[config.mk]
export PLATFORM = sky130hd
export DESIGN_NAME = dcf77_pulse_decoder
export DESIGN_NICKNAME = d
export VERILOG_FILES = /design/src/hw/rtl/dcfpd_pkg.sv /design/src/hw/rtl/dcf77_pulse_decoder.sv /design/src/hw/rtl/dcfpd_cfg_regs.sv /design/src/hw/rtl/dcfpd_decode.sv
export SDC_FILE = /design/constraint.sdc
export NUM_CORES = 1
export LEC_CHECK = 0
export ABC_AREA = 1
export ABC_CLOCK_PERIOD_IN_PS = 3800
export BUFFER_PORTS_ARGS = -buffer_cell sky130_fd_sc_hd__clkbuf_2
export CAP_MARGIN = 20
export CORE_UTILIZATION = 56
export CTS_CLUSTER_DIAMETER = 100
export DETAILED_ROUTE_END_ITERATION = 10
export GPL_TIMING_DRIVEN = 0
export PLACE_DENSITY = 0.89
export SYNTH_ARGS = -nofsm -noshare
export SYNTH_HDL_FRONTEND = slang
export SYNTH_HIERARCHICAL = 1
export SYNTH_SLANG_ARGS = --single-unit
[constraint.sdc]
create_clock -name clk -period 3.8 [get_ports clk]
set_clock_uncertainty 0.1 [all_clocks]
set_input_delay 0.76 -clock clk [delete_from_list [all_inputs] [get_ports clk]]
set_output_delay 0.76 -clock clk [all_outputs]
set_load 0.1 [all_outputs]
[src/hw/rtl/dcfpd_pkg.sv]
// Package of the DCF77 pulse decoder: payload structs, status and register codes,
// reset values and telegram sizes. Depends on nothing.
`timescale 1ns / 1ps

package dcfpd_pkg;

	// Telegram geometry: bit position TELEGRAM_BITS collects overflow bits.
	localparam int TELEGRAM_BITS = 59;
	localparam int TELEGRAM_W    = TELEGRAM_BITS + 1;
	localparam int COUNT_W       = $clog2(TELEGRAM_W);

	localparam int LIMIT_W = 24;
	localparam int TIME_W  = 32;
	localparam int INDEX_W = 2;

	// Register indexes of the configuration port.
	localparam logic [INDEX_W-1:0] CFG_GLITCH_LIMIT = 2'd0;
	localparam logic [INDEX_W-1:0] CFG_ONE_BIT_LIMIT = 2'd1;
	localparam logic [INDEX_W-1:0] CFG_LONG_PULSE_LIMIT = 2'd2;
	localparam logic [INDEX_W-1:0] CFG_MINUTE_GAP = 2'd3;

	// Reset values of the limits, in microseconds.
	localparam logic [LIMIT_W-1:0] GLITCH_LIMIT_RST     = 24'd50000;
	localparam logic [LIMIT_W-1:0] ONE_BIT_LIMIT_RST    = 24'd150000;
	localparam logic [LIMIT_W-1:0] LONG_PULSE_LIMIT_RST = 24'd250000;
	localparam logic [LIMIT_W-1:0] MINUTE_GAP_RST       = 24'd1500000;

	// Result status codes.
	localparam logic [2:0] ST_GLITCH      = 3'd0;
	localparam logic [2:0] ST_START_NOTED = 3'd1;
	localparam logic [2:0] ST_BIT0        = 3'd2;
	localparam logic [2:0] ST_BIT1        = 3'd3;
	localparam logic [2:0] ST_MINUTE_OK   = 3'd4;
	localparam logic [2:0] ST_BAD_COUNT   = 3'd5;
	localparam logic [2:0] ST_BAD_RESET   = 3'd6;

	// One timestamped edge of the receiver output.
	typedef struct packed {
		logic              pulse_start;
		logic [TIME_W-1:0] timestamp_us;
	} evt_item_t;

	// One decoder result.
	typedef struct packed {
		logic [2:0] status;
		logic [6:0] minute_value;
		logic [5:0] hour_value;
		logic [5:0] day_value;
		logic [4:0] month_value;
		logic [7:0] year_value;
	} res_item_t;

	// Current limit settings handed from the register file to the decoder.
	typedef struct packed {
		logic [LIMIT_W-1:0] glitch_limit_us;
		logic [LIMIT_W-1:0] one_bit_limit_us;
		logic [LIMIT_W-1:0] long_pulse_limit_us;
		logic [LIMIT_W-1:0] minute_gap_us;
	} cfg_t;

endpackage

[src/hw/rtl/dcf77_pulse_decoder.sv]
// Top level of the DCF77 pulse decoder: input register, decoder and result register.
// Depends on dcfpd_pkg, dcfpd_cfg_regs and dcfpd_decode.
`timescale 1ns / 1ps

// The decoder takes one timestamped receiver edge per clock cycle while results are
// taken, and returns one result per edge. Each edge passes the input register, where
// it is classified against the telegram state and, unless it is a glitch, that state
// is updated, and then the result register. The input register hands its item on
// whenever the result register is empty or being emptied, so the sustained rate is
// one edge per cycle while results are taken. Limit registers may only be written
// while no edge is in flight; there is no clearing pass after reset.
module dcf77_pulse_decoder (
	input  logic                          clk,
	input  logic                          arst_n,
	input  logic                          evt_valid,
	output logic                          evt_ready,
	input  dcfpd_pkg::evt_item_t          evt_data,
	output logic                          res_valid,
	input  logic                          res_ready,
	output dcfpd_pkg::res_item_t          res_data,
	input  logic                          cfg_wr_en,
	input  logic [dcfpd_pkg::INDEX_W-1:0] cfg_index,
	input  logic [dcfpd_pkg::LIMIT_W-1:0] cfg_wdata
);

	dcfpd_pkg::cfg_t      cfg;
	dcfpd_pkg::evt_item_t evt_s1;
	logic                 valid_s1;
	dcfpd_pkg::res_item_t result;
	dcfpd_pkg::res_item_t res_q;
	logic                 res_valid_q;
	logic                 advance;

	// Stage 1 moves on when the result register is free or drains this cycle.
	assign advance   = valid_s1 && (!res_valid_q || res_ready);
	assign evt_ready = !valid_s1 || advance;

	dcfpd_cfg_regs u_cfg_regs (
		.clk       (clk),
		.arst_n    (arst_n),
		.cfg_wr_en (cfg_wr_en),
		.cfg_index (cfg_index),
		.cfg_wdata (cfg_wdata),
		.cfg       (cfg)
	);

	// Input register.
	always_ff @(posedge clk or negedge arst_n) begin
		if (!arst_n) begin
			valid_s1 <= 1'b0;
		end else if (evt_ready) begin
			valid_s1 <= evt_valid;
		end
	end

	always_ff @(posedge clk) begin
		if (evt_ready && evt_valid) begin
			evt_s1 <= evt_data;
		end
	end

	dcfpd_decode u_decode (
		.clk    (clk),
		.arst_n (arst_n),
		.fire   (advance),
		.item   (evt_s1),
		.cfg    (cfg),
		.result (result)
	);

	// Result register.
	always_ff @(posedge clk or negedge arst_n) begin
		if (!arst_n) begin
			res_valid_q <= 1'b0;
		end else if (advance) begin
			res_valid_q <= 1'b1;
		end else if (res_ready) begin
			res_valid_q <= 1'b0;
		end
	end

	always_ff @(posedge clk) begin
		if (advance) begin
			res_q <= result;
		end
	end

	assign res_valid = res_valid_q;
	assign res_data  = res_q;

endmodule

[src/hw/rtl/dcfpd_cfg_regs.sv]
// Configuration register file of the DCF77 pulse decoder: the four timing limits.
// Depends on dcfpd_pkg.
`timescale 1ns / 1ps

module dcfpd_cfg_regs (
	input  logic                              clk,
	input  logic                              arst_n,
	input  logic                              cfg_wr_en,
	input  logic [dcfpd_pkg::INDEX_W-1:0]     cfg_index,
	input  logic [dcfpd_pkg::LIMIT_W-1:0]     cfg_wdata,
	output dcfpd_pkg::cfg_t                   cfg
);

	dcfpd_pkg::cfg_t cfg_q;

	// Register writes, decoded by index.
	always_ff @(posedge clk or negedge arst_n) begin
		if (!arst_n) begin
			cfg_q.glitch_limit_us     <= dcfpd_pkg::GLITCH_LIMIT_RST;
			cfg_q.one_bit_limit_us    <= dcfpd_pkg::ONE_BIT_LIMIT_RST;
			cfg_q.long_pulse_limit_us <= dcfpd_pkg::LONG_PULSE_LIMIT_RST;
			cfg_q.minute_gap_us       <= dcfpd_pkg::MINUTE_GAP_RST;
		end else if (cfg_wr_en) begin
			unique case (cfg_index)
				dcfpd_pkg::CFG_GLITCH_LIMIT:     cfg_q.glitch_limit_us     <= cfg_wdata;
				dcfpd_pkg::CFG_ONE_BIT_LIMIT:    cfg_q.one_bit_limit_us    <= cfg_wdata;
				dcfpd_pkg::CFG_LONG_PULSE_LIMIT: cfg_q.long_pulse_limit_us <= cfg_wdata;
				dcfpd_pkg::CFG_MINUTE_GAP:       cfg_q.minute_gap_us       <= cfg_wdata;
				default: ;
			endcase
		end
	end

	assign cfg = cfg_q;

endmodule

[src/hw/rtl/dcfpd_decode.sv]
// Edge classifier and telegram state of the DCF77 pulse decoder, with BCD decoding.
// Depends on dcfpd_pkg.
`timescale 1ns / 1ps

module dcfpd_decode (
	input  logic                  clk,
	input  logic                  arst_n,
	input  logic                  fire,
	input  dcfpd_pkg::evt_item_t  item,
	input  dcfpd_pkg::cfg_t       cfg,
	output dcfpd_pkg::res_item_t  result
);

	localparam int TW = dcfpd_pkg::TELEGRAM_W;
	localparam int CW = dcfpd_pkg::COUNT_W;
	localparam logic [CW-1:0] FULL_COUNT = CW'(dcfpd_pkg::TELEGRAM_BITS);

	logic [dcfpd_pkg::TIME_W-1:0] last_start_q;
	logic [CW-1:0]                bit_count_q;
	logic [TW-1:0]                telegram_q;

	logic [dcfpd_pkg::TIME_W-1:0] delta;
	logic                         is_glitch;
	logic                         over_gap;
	logic                         over_long;
	logic                         over_one;
	logic                         end_tel;
	logic                         add_bit;
	logic                         bit_val;
	logic [2:0]                   end_status;
	logic [2:0]                   status;
	logic [TW-1:0]                telegram_add;
	logic [CW-1:0]                count_add;

	// Time since the last pulse start, wrapping, and its compares to the limits.
	always_comb begin
		delta     = item.timestamp_us - last_start_q;
		is_glitch = delta < {8'd0, cfg.glitch_limit_us};
		over_gap  = delta > {8'd0, cfg.minute_gap_us};
		over_long = delta > {8'd0, cfg.long_pulse_limit_us};
		over_one  = delta > {8'd0, cfg.one_bit_limit_us};
	end

	// Classification of the edge.
	always_comb begin
		if (!over_gap) begin
			end_status = dcfpd_pkg::ST_BAD_RESET;
		end else if (bit_count_q == FULL_COUNT) begin
			end_status = dcfpd_pkg::ST_MINUTE_OK;
		end else begin
			end_status = dcfpd_pkg::ST_BAD_COUNT;
		end
		end_tel = 1'b0;
		add_bit = 1'b0;
		bit_val = 1'b0;
		if (is_glitch) begin
			status = dcfpd_pkg::ST_GLITCH;
		end else if (item.pulse_start) begin
			end_tel = over_gap;
			status  = over_gap ? end_status : dcfpd_pkg::ST_START_NOTED;
		end else if (over_long) begin
			end_tel = 1'b1;
			status  = end_status;
		end else begin
			add_bit = 1'b1;
			bit_val = over_one;
			status  = over_one ? dcfpd_pkg::ST_BIT1 : dcfpd_pkg::ST_BIT0;
		end
	end

	// Telegram with the new bit ORed in at the current count; the count saturates.
	always_comb begin
		for (int i = 0; i < TW; i++) begin
			telegram_add[i] = telegram_q[i] | (bit_val && (bit_count_q == CW'(i)));
		end
		count_add = (bit_count_q == FULL_COUNT) ? FULL_COUNT : bit_count_q + 1'b1;
	end

	// Telegram state, updated once per transfer that is not a glitch.
	always_ff @(posedge clk or negedge arst_n) begin
		if (!arst_n) begin
			last_start_q <= '0;
			bit_count_q  <= '0;
			telegram_q   <= '0;
		end else if (fire && !is_glitch) begin
			if (item.pulse_start) begin
				last_start_q <= item.timestamp_us;
			end
			if (end_tel) begin
				bit_count_q <= '0;
				telegram_q  <= '0;
			end else if (add_bit) begin
				bit_count_q <= count_add;
				telegram_q  <= telegram_add;
			end
		end
	end

	// BCD fields of the finished telegram; all zero unless the minute is good.
	always_comb begin
		result        = '0;
		result.status = status;
		if (status == dcfpd_pkg::ST_MINUTE_OK) begin
			result.minute_value = {3'd0, telegram_q[24:21]} + 7'(telegram_q[27:25]) * 7'd10;
			result.hour_value   = {2'd0, telegram_q[32:29]} + 6'(telegram_q[34:33]) * 6'd10;
			result.day_value    = {2'd0, telegram_q[39:36]} + 6'(telegram_q[41:40]) * 6'd10;
			result.month_value  = {1'd0, telegram_q[48:45]} + (telegram_q[49] ? 5'd10 : 5'd0);
			result.year_value   = {4'd0, telegram_q[53:50]} + 8'(telegram_q[57:54]) * 8'd10;
		end
	end

endmodule

==> results.txt, run 1 <==
Final setup fails: 105
Num CTS Buffers: 26
Synth top cells by count: nand2_1, inv_1, ha_1, nor2_1, dfrtp_1
Max-slew headroom at the worst pin: 0.527
RR Endpoint: res_data[11]
Initial DRT Pass Iterations: 8
CTS sink cnt: 236
Gr busiest metal: met2
Worst Setup Slack, final: -0.618 ns
CP Class: reg2reg
Async SR Flop Fraction: 0.712
Netlist cell types: 44
Worst path required time: 3.99 ns
Synth Register Bits: 236
Arr. time, crit path: 4.60 ns
DIE AREA: 0.0281 sq mm
Final std cells w/o fill: 2495
Clock transition at path regs: 0.06 ns
Largest area contributor in the netlist: dfrtp_1
Vert. Die Dim: 168 um
CTS tree: yes
Hold WC Path Type: in2async
Register share of total power: 0.306
Met1 Track Usage GR: 0.366
Slowest cell on crit path: edfxtp_1
Synthesized area: 0.0154 sq mm
MaxCap Viol Count: 0
Global Route Usage Sum: 0.294
Comb pwr share: 0.427
DRT antenna net count: 0
Placed insts: 2398
# nets final: 2356
Sequential cell area: 0.00628 sq mm
Post-synth top flop: dfrtp_1
Most used cell, CP: nand2_1
Max rail drop VDD: 0.368 mV
Cells along the critical path: ha_2 -> nand2_1 -> nor2_1 -> and2_1 -> nand2_1 -> nand2_2 -> nand3_1 -> nand2_1 -> xor2_4 -> ha_1 -> a21oi_1 -> o21ai_0 -> a21oi_2 -> nand2_1 -> a21oi_2 -> nand3_4 -> nor2_4 -> nand2_2 -> nand4_4 -> buf_12 -> buf_8 -> nor2_1
Fraction of layout cells with a size suffix above 1: 0.214
Pwr Total: 10.1 mW
CTS max path bufs: 3
Number of placement rows: 60
Area Growth Syn to Fin: 22.6%
Most frequent cell after synthesis: nand2_1
Syn nets: 2179
GR Layer Usage met2: 0.494
Share of the synthesized area in the top cell type: 0.223
Largest net degree at the start of global routing: 87
Vias: 14219
Routability Congestion: 0.964
FF-to-FF Start: evt_s1[8]
Pins Over Slew Limit: 0
Met3 Track Usage GR: 0.0459
Residual DRC: 0
Multi-input gate area: 0.00840 sq mm
Starting Density: 0.571
Run status: finished, violations left
Fillers: 1865
Net Sw Power: 3.93 mW
Pre-CTS setup slack: -1.28 ns
Family with the most delay on the worst path: simple AND/OR/NAND/NOR gates
Root Driver: clkbuf_16
Synthesized area per cell: 7.86 sq um
RSZ-0062 raised after global routing: yes
YS warnings: 6
P per Cell Area: 535 mW/mm^2
Core area: 0.0270 sq mm
First-pass GRT wire length: 66.5 mm
Seq/Total Area, Yosys: 0.409
Ant diodes: 0
Vias in the first global route: 13634
Failing checks: negative setup slack
Crit path time final: 4.42 ns
Worst skew pair latency: 0.54 ns
Initial antenna violation count: 0
Switching share of power: 0.389
R2R depth: 22
Final HPWL DP: 29.2 mm
Final Cycle Share: 1.16
DR vias/cell: 5.70
CP startpoint: evt_s1[8]
Startpoint types: flip-flop
Peak Freq: 226 MHz
Static leakage: 9.64 nW
Fin. Hold Viols: 0
Actual slew at the worst max-slew pin: 0.709 ns
Crit path buf inv count: 2
CTS Hold Bufs: 0
Worst path max stage delay: 0.41 ns
R2R Setup Slk: -0.62 ns
Io pins: 101
Die X: 168 um
Iteration-0 DRC Markers: 1295
CP Capture Type: flip-flop
Power Internal: 6.16 mW
Largest cells by area after synthesis: dfrtp_1, nand2_1, edfxtp_1, ha_1, inv_1
Port Buffers: 97
DR WL/cell: 17.5 um
Number of synthesized flops with an enable pin: 68
Clock power share: 0.268
Max FO, Critical Path: 8
Mapped Cells: 1957
Final WL: 43.7 mm
Htree depth: 1
Total gr overflow: 0
-- through the flow --
step / utilization / hold WS [ns] / setup TNS, ns / area, sq um
finish: 0.700 / 0.177 / -51.17 / 18900
global placement: 0.605 / 0.349 / -240.21 / 16300
floorplan: - / 0.342 / 0 / 15400
detailed placement: 0.608 / 0.352 / -107.16 / 16400
CTS: 0.675 / 0.208 / -28.43 / 18200
global route: 0.700 / 0.238 / -62.48 / 18900
-- power by group through the flow --
stage / registers [mW] / clock network (mW) / logic, mW
after floorplan: 3.23 / 0 / 2.36
after global placement: 3.11 / 0 / 3.27
after detailed placement: 3.11 / 0 / 3.45
after CTS: 3.07 / 2.70 / 3.90
after global routing: 3.11 / 2.82 / 4.70
final: 3.09 / 2.70 / 4.31
-- worst register-to-register path, delay by kind of cell (launching register included) --
| family | cells | cell delay, ns |
|---|---|---|
| AO/OA/AOI/OAI | 4 | 0.85 |
| XOR/XNOR | 1 | 0.28 |
| adder cells (fa/ha/maj) | 2 | 0.73 |
| buffers and inverters | 2 | 0.30 |
| flip-flops | 1 | 0.41 |
| AND/OR/NAND/NOR | 13 | 1.51 |
-- flip-flops by register name, indices dropped and copies added, names as in the netlist --
| register | count |
|---|---|
| res_data | 35 |
| u_cfg_regs/cfg | 96 |
| res_valid | 1 |
| u_decode/bit_count_q | 6 |
| evt_s1 | 33 |
| u_decode/telegram_q | 32 |
| valid_s1 | 1 |
| u_decode/last_start_q | 32 |
-- routing by layer --
layer  part of all wire  up-vias
li1                   -     6642
met1               0.40     6723
met2               0.48      664
met3              0.068      190
met4              0.057        0
met5                  0        -
-- repair_timing --
item / in CTS / in global routing
pin swaps: 25 / 34
gates cloned: 4 / 4
gates resized for setup: 131 / 145
setup endpoints to repair: 105 / 105
setup buffers: 27 / 16
-- kinds of logic (layout without fill, tap and decap cells) --
logic type,Yosys count,count (layout),share of synthesized area
and+or+nand+nor,999,999,0.281
xor gates and xnor gates,38,38,0.0216
DFF,236,236,0.409
adders and majority gates,158,158,0.131
AOI/OAI and AO/OA,150,150,0.0523
buffers and inverters,376,573,0.105
-- worst max path at each step --
| stage | to | cells past startpoint | slack (ns) |
|---|---|---|---|
| after floorplan | res_data[34] | 24 | 0.01 |
| after global placement | u_decode/telegram_q[47] | 1 | -1.15 |
| after detailed placement | res_data[14] | 25 | -1.28 |
| after CTS | res_data[26] | 26 | -0.36 |
| after global routing | res_data[11] | 25 | -0.73 |
| final | res_data[11] | 22 | -0.62 |
-- placed cells by master (no fill, tap or decap), types with 15 or more instances in the layout --
cell type,instances
a21oi_1,96
buf_4,48
buf_6,32
clkbuf_16,31
clkbuf_2,98
dfrtp_1,137
dfstp_2,31
edfxtp_1,68
ha_1,137
inv_1,299
nand2_1,559
nand2_2,29
nand3_1,113
nand3_2,17
nand4_1,84
nor2_1,110
nor2_2,29
o21ai_0,18
xor2_1,15
-- final cells by class --
class,count,area share
Clock inverter,7,0.00617
Timing Repair Buffer,151,0.0570
Tap cell,341,0.0226
Inverter,310,0.0620
Sequential cell,236,0.333
Multi-Input combinational cell,1345,0.445
Buffer,64,0.0311
Clock buffer,41,0.0424
Power figures use the tool's default switching activity.
==> inputs of run 2 (changes only) <==
--- a/config.mk
+++ b/config.mk
@@ -9,11 +9,11 @@
 export ABC_CLOCK_PERIOD_IN_PS = 3800
 export BUFFER_PORTS_ARGS = -buffer_cell sky130_fd_sc_hd__clkbuf_2
 export CAP_MARGIN = 20
-export CORE_UTILIZATION = 56
+export CORE_UTILIZATION = 50
 export CTS_CLUSTER_DIAMETER = 100
 export DETAILED_ROUTE_END_ITERATION = 10
 export GPL_TIMING_DRIVEN = 0
-export PLACE_DENSITY = 0.89
+export PLACE_DENSITY = 0.81
 export SYNTH_ARGS = -nofsm -noshare
 export SYNTH_HDL_FRONTEND = slang
 export SYNTH_HIERARCHICAL = 1
==> results.txt, run 2 (synthesized netlist as in run 1, its figures left out) <==
MaxCap Viol Count: 0 (unchanged)
Run status: finished, violations left (unchanged)
DR WL/cell: 15.9 um (was 17.5 um)
Fraction of layout cells with a size suffix above 1: 0.194 (was 0.214)
Routability Congestion: 0.953 (was 0.964)
Vias: 13513 (was 14219)
Global Route Usage Sum: 0.252 (was 0.294)
Final std cells w/o fill: 2531 (was 2495)
First-pass GRT wire length: 63.6 mm (was 66.5 mm)
CTS tree: yes (unchanged)
DIE AREA: 0.0315 sq mm (was 0.0281 sq mm)
Startpoint types: flip-flop (unchanged)
Die X: 177 um (was 168 um)
Register share of total power: 0.313 (was 0.306)
Switching share of power: 0.383 (was 0.389)
Htree depth: 1 (unchanged)
Arr. time, crit path: 4.65 ns (was 4.60 ns)
Crit path time final: 4.26 ns (was 4.42 ns)
Max rail drop VDD: 0.371 mV (was 0.368 mV)
Max reg flops: 96 (unchanged)
Fillers: 2488 (was 1865)
Final HPWL DP: 29.1 mm (was 29.2 mm)
CP Capture Type: flip-flop (unchanged)
Core area: 0.0300 sq mm (was 0.0270 sq mm)
Hold WC Path Type: in2async (unchanged)
Vert. Die Dim: 177 um (was 168 um)
CTS max path bufs: 3 (unchanged)
Sequential cell area: 0.00628 sq mm (unchanged)
Initial antenna violation count: 0 (unchanged)
Pins Over Slew Limit: 0 (unchanged)
Max-slew headroom at the worst pin: 0.549 (was 0.527)
CTS Hold Bufs: 0 (unchanged)
Starting Density: 0.513 (was 0.571)
Clock transition at path regs: 0.07 ns (was 0.06 ns)
DR vias/cell: 5.34 (was 5.70)
Final setup fails: 104 (was 105)
Vias in the first global route: 13143 (was 13634)
Ant diodes: 0 (unchanged)
CP Class: reg2reg (unchanged)
Final Cycle Share: 1.12 (was 1.16)
Io pins: 101 (unchanged)
Max FO, Critical Path: 10 (was 8)
P per Cell Area: 530 mW/mm^2 (was 535 mW/mm^2)
CTS sink cnt: 236 (unchanged)
Final WL: 40.3 mm (was 43.7 mm)
Power Internal: 6.07 mW (was 6.16 mW)
RSZ-0062 raised after global routing: yes (unchanged)
Worst Hold Margin: 0.146 ns (was 0.177 ns)
Total gr overflow: 0 (unchanged)
Num CTS Buffers: 26 (unchanged)
Iteration-0 DRC Markers: 1090 (was 1295)
Final core utilization: 0.620 (was 0.700)
Net Sw Power: 3.77 mW (was 3.93 mW)
Most common cell after layout, fill and taps aside: nand2_1 (unchanged)
Area Growth Syn to Fin: 20.7% (was 22.6%)
Initial DRT Pass Iterations: 6 (was 8)
Port Buffers: 97 (unchanged)
# nets final: 2343 (was 2356)
Clock power share: 0.272 (was 0.268)
Comb pwr share: 0.415 (was 0.427)
Worst path required time: 4.18 ns (was 3.99 ns)
Static leakage: 9.47 nW (was 9.64 nW)
Fin. Hold Viols: 0 (unchanged)
Most frequent cells in the layout: nand2_1, inv_1, dfrtp_1 (was nand2_1, inv_1, dfrtp_1, ha_1, nand3_1)
Placed insts: 2447 (was 2398)
Final Instance Area: 0.0186 sq mm (was 0.0189 sq mm)
DRT antenna net count: 0 (unchanged)
Largest net degree at the start of global routing: 91 (was 87)
Failing checks: negative setup slack (unchanged)
Number of placement rows: 63 (was 60)
Worst Setup Slack, final: -0.463 ns (was -0.618 ns)
Peak Freq: 235 MHz (was 226 MHz)
Dpl cell area: 0.0164 sq mm (about the same)
Residual DRC: 0 (unchanged)
Actual slew at the worst max-slew pin: 0.676 ns (was 0.709 ns)
Worst skew pair latency: 0.54 ns (about the same)
Root Driver: clkbuf_16 (unchanged)
Multi-input gate area: 0.00830 sq mm (was 0.00840 sq mm)
## run 2: layout make-up
cell class | instances | share of cell area
Inverter | 310 | 0.0628
Tap cell | 390 | 0.0263
Clock buffer | 34 | 0.0389
Timing Repair Buffer | 135 | 0.0470
Sequential cell | 236 | 0.339
Multi-Input combinational cell | 1346 | 0.447
Clock inverter | 14 | 0.00977
Buffer | 66 | 0.0295
## run 2: path summary, 6_finish.rpt
| check | from | to | slack, ns | cells after the start |
|---|---|---|---|---|
| setup / recovery | evt_s1[0] | u_decode/telegram_q[34] | -0.46 | 25 |
| hold / removal | arst_n | u_cfg_regs/cfg[60] | 0.15 | 1 |
| setup reg to reg | evt_s1[0] | u_decode/telegram_q[34] | -0.46 | 25 |
| hold reg to reg | u_cfg_regs/cfg[36] | u_cfg_regs/cfg[36] | 0.36 | 2 |
| max in group asynchronous | arst_n | u_cfg_regs/cfg[87] | 2.57 | 2 |
| min in group clk | evt_data[11] | evt_s1[11] | 0.30 | 1 |
## run 2: per-stage QoR
| step | setup TNS [ns] | power (mW) | setup WS [ns] |
|---|---|---|---|
| floorplan | 0 | 5.59 | 0.0140 |
| global placement | -252.09 | 6.36 | -1.20 |
| detailed placement | -98.75 | 6.53 | -1.24 |
| CTS | -29.93 | 9.51 | -0.431 |
| global route | -56.52 | 10.5 | -0.664 |
| finish | -33.95 | 9.84 | -0.463 |
## run 2: power by group through the flow
stage,combinational (mW),sequential [mW],clock (mW)
after floorplan,2.36,3.23,0
after global placement,3.25,3.11,0
after detailed placement,3.41,3.11,0
after CTS,3.71,3.07,2.72
after global routing,4.54,3.11,2.82
final,4.09,3.08,2.67
## run 2: worst max-delay path: stages (launching register included)
cell	delay, ns
edfxtp_1	0.38
inv_2	0.10
ha_4	0.14
inv_4	0.03
fa_2	0.35
nand2_2	0.11
nand2_2	0.06
nand3b_1	0.11
nand2_2	0.09
nand2_2	0.08
nand2_4	0.09
a31oi_4	0.23
xnor2_4	0.15
ha_1	0.34
nand4_1	0.20
nor3_4	0.24
nand4_1	0.19
nand2_1	0.16
nand4_1	0.26
nand2_2	0.20
nor2_4	0.08
inv_2	0.06
buf_6	0.14
buf_6	0.15
nand2_1	0.07
nand2_1	0.08
## run 2: metal layers
layer,vias to the layer above,routed length (um),global-route usage
li1,6606,-,-
met1,6334,16500,0.307
met2,463,19800,0.445
met3,110,2330,0.0351
met4,0,1620,0.102
met5,-,0,0
## run 2: what timing repair did
item / CTS / global route
pin swaps: 25 / 27
cloned: 3 / 2
buffers inserted: 11 / 20
endpoints found under the setup margin: 105 / 105
gates resized for setup: 121 / 77
==> inputs of run 3 (changes only) <==
--- a/config.mk
+++ b/config.mk
@@ -5,7 +5,6 @@
 export SDC_FILE = /design/constraint.sdc
 export NUM_CORES = 1
 export LEC_CHECK = 0
-export ABC_AREA = 1
 export ABC_CLOCK_PERIOD_IN_PS = 3800
 export BUFFER_PORTS_ARGS = -buffer_cell sky130_fd_sc_hd__clkbuf_2
 export CAP_MARGIN = 20
@@ -13,7 +12,7 @@
 export CTS_CLUSTER_DIAMETER = 100
 export DETAILED_ROUTE_END_ITERATION = 10
 export GPL_TIMING_DRIVEN = 0
-export PLACE_DENSITY = 0.81
+export PLACE_DENSITY = 0.82
 export SYNTH_ARGS = -nofsm -noshare
 export SYNTH_HDL_FRONTEND = slang
 export SYNTH_HIERARCHICAL = 1
==> results.txt, run 3 <==
Initial antenna violation count: 0 (unchanged)
Mapped Cells: 1292 (was 1957)
First-pass GRT wire length: 53.9 mm (was 63.6 mm)
Worst path required time: 3.93 ns (was 4.18 ns)
Arr. time, crit path: 5.12 ns (was 4.65 ns)
Core area: 0.0271 sq mm (was 0.0300 sq mm)
Initial DRT Pass Iterations: 8 (was 6)
Async SR Flop Fraction: 0.712 (unchanged)
DR vias/cell: 5.80 (was 5.34)
DR WL/cell: 19.0 um (was 15.9 um)
Actual slew at the worst max-slew pin: 0.983 ns (was 0.676 ns)
Static leakage: 7.92 nW (was 9.47 nW)
Worst Hold Margin: 0.0981 ns (was 0.146 ns)
Crit path time final: 4.99 ns (was 4.26 ns)
CP Class: reg2reg (unchanged)
Failing checks: negative setup slack (unchanged)
Final core utilization: 0.652 (was 0.620)
Worst skew pair latency: 0.54 ns (about the same)
Final WL: 35.7 mm (was 40.3 mm)
Die X: 169 um (was 177 um)
Synthesized area: 0.0139 sq mm (was 0.0154 sq mm)
YS warnings: 6 (unchanged)
Final setup fails: 105 (was 104)
Num CTS Buffers: 26 (unchanged)
Io pins: 101 (unchanged)
Max-slew headroom at the worst pin: 0.343 (was 0.549)
Dpl cell area: 0.0151 sq mm (was 0.0164 sq mm)
Post-synth top flop: dfrtp_1 (unchanged)
Total gr overflow: 0 (unchanged)
Max layer used: met4 (unchanged)
CTS max path bufs: 3 (unchanged)
Max reg flops: 96 (unchanged)
Metal-1 WL: 14.3 mm (was 16.5 mm)
Pins Over Slew Limit: 0 (unchanged)
CTS tree: yes (unchanged)
Sequential cell area: 0.00628 sq mm (unchanged)
Number of placement rows: 60 (was 63)
Fraction of layout cells with a size suffix above 1: 0.358 (was 0.194)
Share of the synthesized area in the top cell type: 0.246 (was 0.223)
Final Instance Area: 0.0177 sq mm (was 0.0186 sq mm)
Fin. Hold Viols: 0 (unchanged)
Largest cells by area after synthesis: dfrtp_1, edfxtp_1, ha_1, mux2_2, dfstp_2 (was dfrtp_1, nand2_1, edfxtp_1, ha_1, inv_1)
Final Cycle Share: 1.31 (was 1.12)
Largest area contributor in the netlist: dfrtp_1 (unchanged)
Startpoint types: flip-flop (unchanged)
Run status: finished, violations left (unchanged)
Htree depth: 1 (unchanged)
DRT antenna net count: 0 (unchanged)
Max rail drop VDD: 0.486 mV (was 0.371 mV)
Most frequent cell after synthesis: inv_1 (was nand2_1)
Global Route Usage Sum: 0.236 (was 0.252)
Vias in the first global route: 10688 (was 13143)
Starting Density: 0.514 (was 0.513)
Port Buffers: 100 (was 97)
Pwr Total: 11.5 mW (was 9.84 mW)
MaxCap Viol Count: 0 (unchanged)
Most frequent cells in the layout: inv_1, dfrtp_1, ha_1 (was nand2_1, inv_1, dfrtp_1)
DIE AREA: 0.0285 sq mm (was 0.0315 sq mm)
Routability Congestion: 0.873 (was 0.953)
Ant diodes: 0 (unchanged)
Peak Freq: 200 MHz (was 235 MHz)
Synth top cells by count: inv_1, ha_1, dfrtp_1, mux2_2, nor2_1 (was nand2_1, inv_1, ha_1, nor2_1, dfrtp_1)
Synthesized area per cell: 10.8 sq um (was 7.86 sq um)
Area Growth Syn to Fin: 26.9% (was 20.7%)
Syn nets: 1514 (was 2179)
RSZ-0062 raised after global routing: yes (unchanged)
Hold WC Path Type: in2async (unchanged)
Met2 WL: 18.0 mm (was 19.8 mm)
P per Cell Area: 650 mW/mm^2 (was 530 mW/mm^2)
Max FO, Critical Path: 10 (unchanged)
Synth Register Bits: 236 (unchanged)
Netlist cell types: 68 (was 44)
Multi-input gate area: 0.00805 sq mm (was 0.00830 sq mm)
Seq/Total Area, Yosys: 0.451 (was 0.409)
Vias: 10873 (was 13513)
Residual DRC: 0 (unchanged)
Root Driver: clkbuf_16 (unchanged)
Iteration-0 DRC Markers: 744 (was 1090)
CTS sink cnt: 236 (unchanged)
TNS Setup: -117.64 ns (was -33.95 ns)
# nets final: 1706 (was 2343)
Vert. Die Dim: 169 um (was 177 um)
Worst Setup Slack, final: -1.19 ns (was -0.463 ns)
Clock transition at path regs: 0.06 ns (was 0.07 ns)
Final HPWL DP: 23.1 mm (was 29.1 mm)
Number of synthesized flops with an enable pin: 68 (unchanged)
Routed wl met3: 1.56 mm (was 2.33 mm)
Largest net degree at the start of global routing: 115 (was 91)
CP Capture Type: flip-flop (unchanged)
Fillers: 1879 (was 2488)
Most common cell after layout, fill and taps aside: inv_1 (was nand2_1)
## run 3: cell count changes after synthesis, sizes merged, moves of 14 or more
cell    before  now
nand4       86   23
a21oi      105   77
mux2         0  128
o21ai       24   42
inv        310  160
nand2      597   67
a31oi        8   28
nor4         1   19
clkbuf       7   21
nor2       152   80
a21o         1   18
nand3      135   25
buf         59   15
xnor2       13   27
## run 3: timing repair
item	4_1_cts	5_1_grt
gates resized for setup	132	109
gates cloned	6	1
hold buffers	0	0
hold endpoints to repair	0	0
endpoints found under the setup margin	105	105
pin swaps	79	51
setup buffers	30	28
## run 3: worst paths after layout
kind	startpoint	end	slack (ns)	depth (start not counted)
worst max-delay path	u_decode/last_start_q[1]	res_data[32]	-1.19	24
worst min-delay path	arst_n	u_cfg_regs/cfg[57]	0.1	1
worst max register to register	u_decode/last_start_q[1]	res_data[32]	-1.19	24
worst min register to register	evt_s1[24]	u_decode/last_start_q[24]	0.39	1
max in group asynchronous	arst_n	valid_s1	2.56	2
min in group clk	evt_data[9]	evt_s1[9]	0.31	1
## run 3: cell type report
| class | count | share of cell area |
|---|---|---|
| Clock buffer | 30 | 0.0394 |
| Tap cell | 372 | 0.0263 |
| Buffer | 34 | 0.0189 |
| Multi-Input combinational cell | 861 | 0.455 |
| Timing Repair Buffer | 165 | 0.0622 |
| Sequential cell | 236 | 0.356 |
| Inverter | 160 | 0.0340 |
| Clock inverter | 18 | 0.00814 |
## run 3: critical path: stages, from the launching register on
cell      delay (ns)
dfrtp_1         0.39
inv_2           0.10
ha_4            0.21
nor2b_4         0.12
o2111a_2        0.27
o311ai_4        0.38
a211oi_2        0.13
nor2_2          0.18
buf_4           0.15
o21ai_2         0.07
xor2_2          0.32
buf_4           0.19
ha_4            0.20
a21o_1          0.18
a21o_1          0.18
a21o_1          0.18
a21o_1          0.20
a21oi_2         0.20
o21a_4          0.19
buf_4           0.11
buf_6           0.09
buf_12          0.12
buf_12          0.14
o21bai_1        0.11
a31oi_1         0.16
## run 3: cell families (layout without fill, tap and decap cells)
kind of cell,count (synthesis),after routing,synth area share
multiplexers,129,129,0.104
AO/OA/AOI/OAI,232,232,0.103
adder cells (fa/ha/maj),158,158,0.145
flip-flops,236,236,0.451
XOR/XNOR,45,45,0.0283
buffers and inverters,196,407,0.0571
AND/OR/NAND/NOR,296,297,0.111
## run 3: layer usage
metal / GRT usage / up-vias
met2: 0.413 / 389
met4: 0.116 / 0
li1: - / 4992
met3: 0.0245 / 128
met1: 0.292 / 5364
met5: 0 / -
## run 3: per-stage QoR
step / setup WS [ns] / instances
CTS: -1.12 / 1848
finish: -1.19 / 1876
global route: -1.39 / 1876
detailed placement: -1.67 / 1765
global placement: -1.52 / 1764
floorplan: -0.667 / 1292
## run 3: power by group
part	internal (mW)	switching, mW
sequential	2.99	0.175
clock	1.45	1.03
combinational	2.51	3.33
